==> src/hdl/lqgc_pkg.sv <==
`default_nettype none
// ----------------------------------------------------------------------------
// lqgc_pkg
// Types, constants, saturation helpers and the microcode table of the
// LQG controller with integral action.
// ----------------------------------------------------------------------------
package lqgc_pkg;

    localparam int PC_W   = 5;
    localparam int CIDX_W = 3;

    localparam logic [CIDX_W-1:0] CFG_A   = 3'd0;
    localparam logic [CIDX_W-1:0] CFG_B   = 3'd1;
    localparam logic [CIDX_W-1:0] CFG_K0  = 3'd2;
    localparam logic [CIDX_W-1:0] CFG_KI  = 3'd3;
    localparam logic [CIDX_W-1:0] CFG_F   = 3'd4;
    localparam logic [CIDX_W-1:0] CFG_LIM = 3'd5;

    typedef enum logic [1:0] {
        SEQ_NEXT,
        SEQ_WAIT_IN,
        SEQ_LAST,
        SEQ_JUMP0
    } seq_t;

    typedef enum logic [2:0] {
        OP_NOP,
        OP_LDA,
        OP_ADD,
        OP_SUB,
        OP_MUL,
        OP_PSH,
        OP_PACC,
        OP_CLIP
    } op_t;

    typedef enum logic [3:0] {
        SRC_SP,
        SRC_MEAS,
        SRC_A,
        SRC_B,
        SRC_K0,
        SRC_KI,
        SRC_F,
        SRC_EST,
        SRC_INT,
        SRC_T0,
        SRC_T1,
        SRC_T2,
        SRC_DRV
    } src_t;

    typedef enum logic [2:0] {
        DST_NONE,
        DST_T0,
        DST_T1,
        DST_T2,
        DST_DRV,
        DST_EST,
        DST_INT
    } dst_t;

    typedef struct packed {
        seq_t seq;
        op_t  op;
        src_t sx;
        src_t sy;
        dst_t dst;
    } uword_t;

    typedef struct packed {
        uword_t uw;
        logic   ld_in;
        logic   emit;
    } ctl_t;

    function automatic logic signed [31:0] sat34(input logic signed [33:0] v);
        if (v > 34'sd2147483647)
            return 32'sh7FFFFFFF;
        else if (v < -34'sd2147483648)
            return 32'sh80000000;
        else
            return v[31:0];
    endfunction

    function automatic logic signed [31:0] sat48(input logic signed [47:0] v);
        if (v > 48'sd2147483647)
            return 32'sh7FFFFFFF;
        else if (v < -48'sd2147483648)
            return 32'sh80000000;
        else
            return v[31:0];
    endfunction

    function automatic uword_t mk(input seq_t s, input op_t o, input src_t x,
                                  input src_t y, input dst_t d);
        uword_t w;
        w.seq = s;
        w.op  = o;
        w.sx  = x;
        w.sy  = y;
        w.dst = d;
        return w;
    endfunction

    // Destination takes sat(acc) of the step's start; op then updates acc.
    function automatic uword_t ucode(input logic [PC_W-1:0] pc);
        uword_t w;
        case (pc)
            5'd0:    w = mk(SEQ_WAIT_IN, OP_NOP,  SRC_SP,   SRC_SP,  DST_NONE);
            5'd1:    w = mk(SEQ_NEXT,    OP_LDA,  SRC_SP,   SRC_SP,  DST_NONE);
            5'd2:    w = mk(SEQ_NEXT,    OP_SUB,  SRC_MEAS, SRC_SP,  DST_NONE);
            5'd3:    w = mk(SEQ_NEXT,    OP_NOP,  SRC_SP,   SRC_SP,  DST_T0);   // error
            5'd4:    w = mk(SEQ_NEXT,    OP_MUL,  SRC_KI,   SRC_T0,  DST_NONE);
            5'd5:    w = mk(SEQ_NEXT,    OP_PSH,  SRC_SP,   SRC_SP,  DST_NONE);
            5'd6:    w = mk(SEQ_NEXT,    OP_ADD,  SRC_INT,  SRC_SP,  DST_NONE);
            5'd7:    w = mk(SEQ_NEXT,    OP_MUL,  SRC_K0,   SRC_EST, DST_T1);   // int_new
            5'd8:    w = mk(SEQ_NEXT,    OP_PSH,  SRC_SP,   SRC_SP,  DST_NONE);
            5'd9:    w = mk(SEQ_NEXT,    OP_LDA,  SRC_INT,  SRC_SP,  DST_T2);   // k0*est
            5'd10:   w = mk(SEQ_NEXT,    OP_SUB,  SRC_T2,   SRC_SP,  DST_NONE);
            5'd11:   w = mk(SEQ_NEXT,    OP_CLIP, SRC_SP,   SRC_SP,  DST_T2);   // raw
            5'd12:   w = mk(SEQ_NEXT,    OP_LDA,  SRC_T1,   SRC_SP,  DST_DRV);  // drive
            5'd13:   w = mk(SEQ_NEXT,    OP_SUB,  SRC_T2,   SRC_SP,  DST_NONE);
            5'd14:   w = mk(SEQ_NEXT,    OP_ADD,  SRC_DRV,  SRC_SP,  DST_NONE);
            5'd15:   w = mk(SEQ_NEXT,    OP_LDA,  SRC_MEAS, SRC_SP,  DST_INT);
            5'd16:   w = mk(SEQ_NEXT,    OP_SUB,  SRC_EST,  SRC_SP,  DST_NONE);
            5'd17:   w = mk(SEQ_NEXT,    OP_MUL,  SRC_A,    SRC_EST, DST_T0);   // est_err
            5'd18:   w = mk(SEQ_NEXT,    OP_PSH,  SRC_SP,   SRC_SP,  DST_NONE);
            5'd19:   w = mk(SEQ_NEXT,    OP_MUL,  SRC_B,    SRC_DRV, DST_NONE);
            5'd20:   w = mk(SEQ_NEXT,    OP_PACC, SRC_SP,   SRC_SP,  DST_NONE);
            5'd21:   w = mk(SEQ_NEXT,    OP_MUL,  SRC_F,    SRC_T0,  DST_NONE);
            5'd22:   w = mk(SEQ_NEXT,    OP_PACC, SRC_SP,   SRC_SP,  DST_NONE);
            5'd23:   w = mk(SEQ_LAST,    OP_NOP,  SRC_SP,   SRC_SP,  DST_EST);
            default: w = mk(SEQ_JUMP0,   OP_NOP,  SRC_SP,   SRC_SP,  DST_NONE);
        endcase
        return w;
    endfunction

endpackage
`default_nettype wire

==> src/hdl/lqg_integral_antiwindup_controller_top.sv <==
`default_nettype none
// ----------------------------------------------------------------------------
// lqg_integral_antiwindup_controller_top
// Single-state LQG velocity controller, Q16.16, with integral action and
// back-calculation anti-windup, run by a 24-step microprogram.
// A new input item is accepted only after the previous one has run through
// the whole microprogram on the single shared multiplier and accumulator,
// and later while a finished drive item waits for out_ready.
// Reset clears gains, limit, state estimate and integral term.
// ----------------------------------------------------------------------------
module lqg_integral_antiwindup_controller_top (
    input  wire logic                        clk,
    input  wire logic                        rst_n,
    input  wire logic                        in_valid,
    output logic                             in_ready,
    input  wire logic signed [31:0]          setpoint,
    input  wire logic signed [31:0]          measured,
    output logic                             out_valid,
    input  wire logic                        out_ready,
    output logic signed [31:0]               drive,
    input  wire logic                        cfg_wr_en,
    input  wire logic [lqgc_pkg::CIDX_W-1:0] cfg_addr,
    input  wire logic [31:0]                 cfg_wdata
);

    lqgc_pkg::ctl_t ctl;

    lqgc_seq u_seq (
        .clk       (clk),
        .rst_n     (rst_n),
        .in_valid  (in_valid),
        .in_ready  (in_ready),
        .out_valid (out_valid),
        .out_ready (out_ready),
        .ctl       (ctl)
    );

    lqgc_dp u_dp (
        .clk       (clk),
        .rst_n     (rst_n),
        .ctl       (ctl),
        .cfg_wr_en (cfg_wr_en),
        .cfg_addr  (cfg_addr),
        .cfg_wdata (cfg_wdata),
        .setpoint  (setpoint),
        .measured  (measured),
        .drive     (drive)
    );

endmodule
`default_nettype wire

==> src/hdl/lqgc_seq.sv <==
`default_nettype none
// ----------------------------------------------------------------------------
// lqgc_seq
// Step counter and microcode fetch; handles the input and output handshakes.
// ----------------------------------------------------------------------------
module lqgc_seq (
    input  wire logic           clk,
    input  wire logic           rst_n,
    input  wire logic           in_valid,
    output logic                in_ready,
    output logic                out_valid,
    input  wire logic           out_ready,
    output lqgc_pkg::ctl_t      ctl
);

    logic [lqgc_pkg::PC_W-1:0] pc_reg;
    logic [lqgc_pkg::PC_W-1:0] pc_next;
    logic                      out_valid_reg;
    logic                      out_valid_next;
    lqgc_pkg::uword_t          uw;
    logic                      blocked;
    logic                      emit;

    assign uw       = lqgc_pkg::ucode(pc_reg);
    assign in_ready = (uw.seq == lqgc_pkg::SEQ_WAIT_IN);
    assign blocked  = out_valid_reg && !out_ready;
    assign emit     = (uw.seq == lqgc_pkg::SEQ_LAST) && !blocked;

    always_comb
    begin
        pc_next = pc_reg;
        case (uw.seq)
            lqgc_pkg::SEQ_WAIT_IN:
            begin
                if (in_valid)
                    pc_next = pc_reg + 1'b1;
            end
            lqgc_pkg::SEQ_NEXT:
                pc_next = pc_reg + 1'b1;
            lqgc_pkg::SEQ_LAST:
            begin
                if (!blocked)
                    pc_next = '0;
            end
            lqgc_pkg::SEQ_JUMP0:
                pc_next = '0;
            default:
                pc_next = '0;
        endcase
    end

    always_comb
    begin
        if (emit)
            out_valid_next = 1'b1;
        else if (out_ready)
            out_valid_next = 1'b0;
        else
            out_valid_next = out_valid_reg;
    end

    always_ff @(posedge clk or negedge rst_n)
    begin
        if (!rst_n)
        begin
            pc_reg        <= '0;
            out_valid_reg <= 1'b0;
        end
        else
        begin
            pc_reg        <= pc_next;
            out_valid_reg <= out_valid_next;
        end
    end

    assign out_valid = out_valid_reg;
    assign ctl.uw    = uw;
    assign ctl.ld_in = in_ready && in_valid;
    assign ctl.emit  = emit;

endmodule
`default_nettype wire

==> src/hdl/lqgc_dp.sv <==
`default_nettype none
// ----------------------------------------------------------------------------
// lqgc_dp
// Datapath: gain registers, state, temporaries, one shared 32x32 multiplier
// and a 34-bit saturating accumulator.
// ----------------------------------------------------------------------------
module lqgc_dp (
    input  wire logic                              clk,
    input  wire logic                              rst_n,
    input  wire lqgc_pkg::ctl_t                    ctl,
    input  wire logic                              cfg_wr_en,
    input  wire logic [lqgc_pkg::CIDX_W-1:0]       cfg_addr,
    input  wire logic [31:0]                       cfg_wdata,
    input  wire logic signed [31:0]                setpoint,
    input  wire logic signed [31:0]                measured,
    output logic signed [31:0]                     drive
);

    logic signed [31:0] a_reg, b_reg, k0_reg, ki_reg, f_reg;
    logic        [30:0] lim_reg;
    logic signed [31:0] est_reg, int_reg;
    logic signed [31:0] sp_reg, meas_reg;
    logic signed [31:0] t0_reg, t1_reg, t2_reg, drv_reg;
    logic signed [31:0] out_reg;
    logic signed [63:0] prod_reg;
    logic signed [33:0] acc_reg;
    logic signed [33:0] acc_next;
    logic signed [31:0] opx;
    logic signed [31:0] opy;
    logic signed [31:0] acc_sat;
    logic signed [31:0] psh;
    logic signed [33:0] lim_pos;

    function automatic logic signed [31:0] pick(
        input lqgc_pkg::src_t s,
        input logic signed [31:0] sp, input logic signed [31:0] me,
        input logic signed [31:0] ga, input logic signed [31:0] gb,
        input logic signed [31:0] gk0, input logic signed [31:0] gki,
        input logic signed [31:0] gf, input logic signed [31:0] es,
        input logic signed [31:0] it, input logic signed [31:0] x0,
        input logic signed [31:0] x1, input logic signed [31:0] x2,
        input logic signed [31:0] dr);
        logic signed [31:0] r;
        case (s)
            lqgc_pkg::SRC_SP:   r = sp;
            lqgc_pkg::SRC_MEAS: r = me;
            lqgc_pkg::SRC_A:    r = ga;
            lqgc_pkg::SRC_B:    r = gb;
            lqgc_pkg::SRC_K0:   r = gk0;
            lqgc_pkg::SRC_KI:   r = gki;
            lqgc_pkg::SRC_F:    r = gf;
            lqgc_pkg::SRC_EST:  r = es;
            lqgc_pkg::SRC_INT:  r = it;
            lqgc_pkg::SRC_T0:   r = x0;
            lqgc_pkg::SRC_T1:   r = x1;
            lqgc_pkg::SRC_T2:   r = x2;
            lqgc_pkg::SRC_DRV:  r = dr;
            default:            r = '0;
        endcase
        return r;
    endfunction

    assign opx = pick(ctl.uw.sx, sp_reg, meas_reg, a_reg, b_reg, k0_reg, ki_reg, f_reg,
                      est_reg, int_reg, t0_reg, t1_reg, t2_reg, drv_reg);
    assign opy = pick(ctl.uw.sy, sp_reg, meas_reg, a_reg, b_reg, k0_reg, ki_reg, f_reg,
                      est_reg, int_reg, t0_reg, t1_reg, t2_reg, drv_reg);

    assign acc_sat = lqgc_pkg::sat34(acc_reg);
    // floor shift by 16 is the arithmetic shift of the exact product
    assign psh     = lqgc_pkg::sat48(prod_reg[63:16]);
    assign lim_pos = {3'b000, lim_reg};

    always_comb
    begin
        acc_next = acc_reg;
        case (ctl.uw.op)
            lqgc_pkg::OP_NOP:  acc_next = acc_reg;
            lqgc_pkg::OP_LDA:  acc_next = 34'(opx);
            lqgc_pkg::OP_ADD:  acc_next = acc_reg + 34'(opx);
            lqgc_pkg::OP_SUB:  acc_next = acc_reg - 34'(opx);
            lqgc_pkg::OP_MUL:  acc_next = acc_reg;
            lqgc_pkg::OP_PSH:  acc_next = 34'(psh);
            lqgc_pkg::OP_PACC: acc_next = acc_reg + 34'(psh);
            lqgc_pkg::OP_CLIP:
            begin
                if (acc_reg > lim_pos)
                    acc_next = lim_pos;
                else if (acc_reg < -lim_pos)
                    acc_next = -lim_pos;
                else
                    acc_next = acc_reg;
            end
            default:           acc_next = acc_reg;
        endcase
    end

    always_ff @(posedge clk)
    begin
        acc_reg <= acc_next;
        if (ctl.uw.op == lqgc_pkg::OP_MUL)
            prod_reg <= opx * opy;
        if (ctl.ld_in)
        begin
            sp_reg   <= setpoint;
            meas_reg <= measured;
        end
        case (ctl.uw.dst)
            lqgc_pkg::DST_T0:  t0_reg  <= acc_sat;
            lqgc_pkg::DST_T1:  t1_reg  <= acc_sat;
            lqgc_pkg::DST_T2:  t2_reg  <= acc_sat;
            lqgc_pkg::DST_DRV: drv_reg <= acc_sat;
            default:           ;
        endcase
        if (ctl.emit)
            out_reg <= drv_reg;
    end

    always_ff @(posedge clk or negedge rst_n)
    begin
        if (!rst_n)
        begin
            est_reg <= '0;
            int_reg <= '0;
        end
        else
        begin
            if (ctl.uw.dst == lqgc_pkg::DST_EST)
                est_reg <= acc_sat;
            if (ctl.uw.dst == lqgc_pkg::DST_INT)
                int_reg <= acc_sat;
        end
    end

    always_ff @(posedge clk or negedge rst_n)
    begin
        if (!rst_n)
        begin
            a_reg   <= '0;
            b_reg   <= '0;
            k0_reg  <= '0;
            ki_reg  <= '0;
            f_reg   <= '0;
            lim_reg <= '0;
        end
        else if (cfg_wr_en)
        begin
            case (cfg_addr)
                lqgc_pkg::CFG_A:   a_reg   <= cfg_wdata;
                lqgc_pkg::CFG_B:   b_reg   <= cfg_wdata;
                lqgc_pkg::CFG_K0:  k0_reg  <= cfg_wdata;
                lqgc_pkg::CFG_KI:  ki_reg  <= cfg_wdata;
                lqgc_pkg::CFG_F:   f_reg   <= cfg_wdata;
                lqgc_pkg::CFG_LIM: lim_reg <= cfg_wdata[30:0];
                default:           ;
            endcase
        end
    end

    assign drive = out_reg;

endmodule
`default_nettype wire

==> config.mk <==
export PLATFORM = sky130hd
export DESIGN_NAME = lqg_integral_antiwindup_controller_top
export DESIGN_NICKNAME = d
export VERILOG_FILES = /design/src/hdl/lqgc_pkg.sv /design/src/hdl/lqg_integral_antiwindup_controller_top.sv /design/src/hdl/lqgc_seq.sv /design/src/hdl/lqgc_dp.sv
export SDC_FILE = /design/constraint.sdc
export NUM_CORES = 2
export LEC_CHECK = 0
export BUFFER_PORTS_ARGS = -buffer_cell sky130_fd_sc_hd__buf_2
export CAP_MARGIN = 10
export CORE_ASPECT_RATIO = 0.9
export CORE_MARGIN = 8
export CORE_UTILIZATION = 30
export DETAILED_ROUTE_END_ITERATION = 6
export GPL_TIMING_DRIVEN = 0
export HOLD_SLACK_MARGIN = 0.15
export PLACE_DENSITY = 0.42
export SYNTH_ARGS = -nofsm -noshare
export SYNTH_HDL_FRONTEND = slang
export SYNTH_SLANG_ARGS = --single-unit
export TNS_END_PERCENT = 5
==> constraint.sdc <==
create_clock -name clk -period 15 [get_ports clk]
set_input_delay 1.5 -clock clk [delete_from_list [all_inputs] [get_ports clk]]
set_output_delay 1.5 -clock clk [all_outputs]
set_load 0.005 [all_outputs]
==> results.md <==
| Metric | Value |
| --- | --- |
| Pin count of the biggest net entering global routing | 105 |
| Count of max-cap constraint violations | 1 |
| Start point of the critical path | u_seq.pc_reg[1]$_DFFE_PN0P_ |
| Post CTS Setup Buffer Count | 0 |
| Vertical extent of the die | 465 um |
| Mean Syn Cell Area | 9.69 um^2 |
| H-tree depth | 2 |
| Status | finished, violations left |
| Synth Register Bits | 567 |
| Clk Tree Root Cell | sky130_fd_sc_hd__clkbuf_16 |
| Library cells used by synthesis | 117 |
| Class of the most critical hold timing path | flip-flop to flip-flop |
| Initial antenna violation count | 27 |
| Dominant synthesized flop cell | sky130_fd_sc_hd__edfxtp_1 |
| Number of hold violations in the final report | 0 |
| Beginning of the worst register-to-register path | u_seq.pc_reg[1]$_DFFE_PN0P_ |
| Core region area | 224000 um^2 |
| Final Cycle Share | 1.01 |
| Total setup violations reported at the end of the flow | 1 |
| Area delta synth->final | 11.6% |
| Violated checks | design-rule violations, max-capacitance violations, max-slew violations, negative setup slack |
| Layout filler cell count | 23347 |
| DIE AREA | 239000 um^2 |
| Total number of yosys warnings | 0 |
| Post-route antenna net violation count | 0 |
| Most prevalent standard cell on the critical path | sky130_fd_sc_hd__fa_1 |
| Crit end category | flip-flop |
| Drt drc | 6 |
| Clock tree buffer depth | 3 |
| Sequential area share after synthesis | 0.234 |
| Critical Path Max Stage Delay | 0.98 ns |
| Area leader, netlist | sky130_fd_sc_hd__fa_1 |
| Commonest non-fill, non-tap cells in the layout | sky130_fd_sc_hd__inv_1, sky130_fd_sc_hd__fa_1, sky130_fd_sc_hd__nand2_1 |
| Average wire per cell in the routed design | 33.4 um |
| WP data required | 15.42 ns |
| Total vias in the final route | 56516 |
| Fraction of synthesized cell area taken by the top area cell type | 0.322 |
| Critical Path Source Type | flip-flop |
| Leading cell types by total area after synthesis | sky130_fd_sc_hd__fa_1, sky130_fd_sc_hd__edfxtp_1, sky130_fd_sc_hd__dfrtp_1, sky130_fd_sc_hd__inv_1, sky130_fd_sc_hd__ha_1 |
| Global placer's final weighted congestion | 1.00 |
| Hold-fix buffer count after cts | 0 |
| Post-synth ARST share | 0.460 |
| EDFF count, synth | 306 |
| Clock-pin slew on the worst setup and hold paths | 0.07 ns |
| Worst-case clock skew | 0.0290 ns |
| Worst path slowest cell | sky130_fd_sc_hd__clkbuf_1 |
| Category of the critical setup timing path | flip-flop to flip-flop |
| Routed wire length | 343 mm |
| Top-Level Pins | 138 |
| Fmax achieved | 0.0660 GHz |
| Clock latency at the later pin of the worst-skew pair | 0.69 ns |
| Crit path time final | 15.15 ns |
| Clock tree from TritonCTS | yes |
| Vias/cell | 5.51 |
| Slew of the pin with the lowest slew margin | 1.52 ns |
| Port buffer count | 137 |
| Global-route wire length before repair | 470 mm |
| Origin of the worst min-delay path | u_dp.ki_reg[3]$_DFFE_PN0P_ |
| Starting density of the core | 0.300 |
| Remaining global-route overflow | 0 |
| Fraction of final layout cells with drive strength greater than 1 | 0.100 |
| Unrepaired setup endpoints after global routing | yes |
| Most frequent standard cell in the layout excluding fill and tap cells | sky130_fd_sc_hd__inv_1 |
| Largest register FFs | 48 |
| Post-Place Worst Slack | -1.03 ns |
| Min setup slack post-route | -0.148 ns |
| Maximum fanout count along the critical path | 10 |
| Detailed Place HPWL | 280 mm |
| First-pass iteration count of the detailed router | 7 |
| Number of nets in the final layout | 8666 |
| Crit path DAT | 15.56 ns |
| Rows | 165 |
| Max-slew violations | 11 |
| Via count of the first global-routing pass | 57018 |
| Number of standard cells after synthesis | 6935 |
| Nets in the synthesized netlist | 8409 |
| Mapped Area | 67200 um^2 |
| Setup slack on the worst flop-to-flop path | -0.15 ns |
| Total global routing track utilization | 0.280 |
| Number of DRC markers after the initial detailed-route iteration | 7243 |
| Headroom to the max-slew limit | -0.0166 |
| Clock buffer count from CTS | 58 |
| Total number of clock tree sinks | 567 |
| Die span in x | 515 um |
[worst max-delay path: cells and delay by family (launching register included)]
| family | cells | cell delay [ns] |
|---|---|---|
| AOI/OAI and AO/OA | 7 | 2.65 |
| muxes | 1 | 0.23 |
| and+or+nand+nor | 6 | 2.63 |
| adders and majority gates | 11 | 5.29 |
| buffers and inverters | 7 | 3.51 |
| DFF | 1 | 0.50 |
[worst paths after layout]
check,endpoint,depth (start not counted)
setup reg to reg,u_dp.prod_reg[58]$_DFFE_PP_,32
max in group asynchronous,u_dp.lim_reg[0]$_DFFE_PN0P_,2
hold / removal,u_dp.ki_reg[3]$_DFFE_PN0P_,1
min in group asynchronous,u_dp.k0_reg[26]$_DFFE_PN0P_,1
hold reg to reg,u_dp.ki_reg[3]$_DFFE_PN0P_,1
setup / recovery,u_dp.prod_reg[58]$_DFFE_PP_,32
[through the flow]
stage | hold WS, ns | cells | setup TNS (ns) | util | area [um^2]
floorplan | 0.441 | 6935 | 0 | - | 67200
global placement | 0.488 | 10078 | -25.26 | 0.320 | 71700
detailed placement | 0.494 | 10135 | -13.42 | 0.325 | 72700
CTS | 0.510 | 10243 | 0 | 0.334 | 74800
global route | 0.519 | 10249 | -0.0986 | 0.335 | 75000
finish | 0.513 | 10262 | -0.148 | 0.335 | 75000
[cell families after synthesis]
| kind of cell | count (synthesis) | synth area share |
|---|---|---|
| AOI/OAI and AO/OA | 1056 | 0.106 |
| xor gates and xnor gates | 123 | 0.0160 |
| DFF | 567 | 0.234 |
| and+or+nand+nor | 1997 | 0.133 |
| buffers and inverters | 1537 | 0.0883 |
| adders and majority gates | 1370 | 0.376 |
| muxes | 285 | 0.0478 |
[per-layer routing]
layer,track usage,share of wire,vias to the layer above
li1,-,-,23072
met1,0.406,0.45,29878
met2,0.400,0.41,3005
met3,0.0654,0.094,553
met4,0.112,0.050,8
met5,0,0.00062,-
[repair_timing]
item / in CTS / in global routing
endpoints found under the setup margin: 23 / 19
gates resized for setup: 31 / 95
cloned: 0 / 0
[cells in the mapped netlist, types with 30 or more instances]
cell                          n
sky130_fd_sc_hd__and2_1      62
sky130_fd_sc_hd__a222oi_1    50
sky130_fd_sc_hd__clkbuf_1   320
sky130_fd_sc_hd__dfrtp_1    261
sky130_fd_sc_hd__ha_1       288
sky130_fd_sc_hd__and3_1      52
sky130_fd_sc_hd__fa_1      1082
sky130_fd_sc_hd__a22oi_1     55
sky130_fd_sc_hd__inv_1     1125
sky130_fd_sc_hd__nand2_1    845
sky130_fd_sc_hd__nor2b_1     45
sky130_fd_sc_hd__nor2_1     608
sky130_fd_sc_hd__nor3_1      62
sky130_fd_sc_hd__edfxtp_1   306
sky130_fd_sc_hd__nand4_1     55
sky130_fd_sc_hd__or3_1       30
sky130_fd_sc_hd__nand2b_1    44
sky130_fd_sc_hd__o21a_1      33
sky130_fd_sc_hd__o22ai_1     36
sky130_fd_sc_hd__mux2_2     202
sky130_fd_sc_hd__a21oi_1    311
sky130_fd_sc_hd__xor2_1      30
sky130_fd_sc_hd__buf_2       33
sky130_fd_sc_hd__a21o_1      67
sky130_fd_sc_hd__xnor2_1     93
sky130_fd_sc_hd__o21ai_0    198
sky130_fd_sc_hd__mux2i_1     73
sky130_fd_sc_hd__nand3_1    102
sky130_fd_sc_hd__buf_1       32
[layout make-up]
type | count | area [um^2] | area share
flip-flops and latches | 567 | 15700 | 0.210
repair buffers | 200 | 1640 | 0.0218
clock inverters | 40 | 472 | 0.00629
well taps | 3006 | 3760 | 0.0501
multi-input cells | 4831 | 45800 | 0.610
diodes | 14 | 35.0 | 0.000467
inverters | 1128 | 4230 | 0.0564
clock buffers | 70 | 1540 | 0.0205
plain buffers | 406 | 1820 | 0.0243
Power is left out: the tool's default activity adds up to more than one toggle a clock period on the data nets, which glitch-free logic cannot reach.
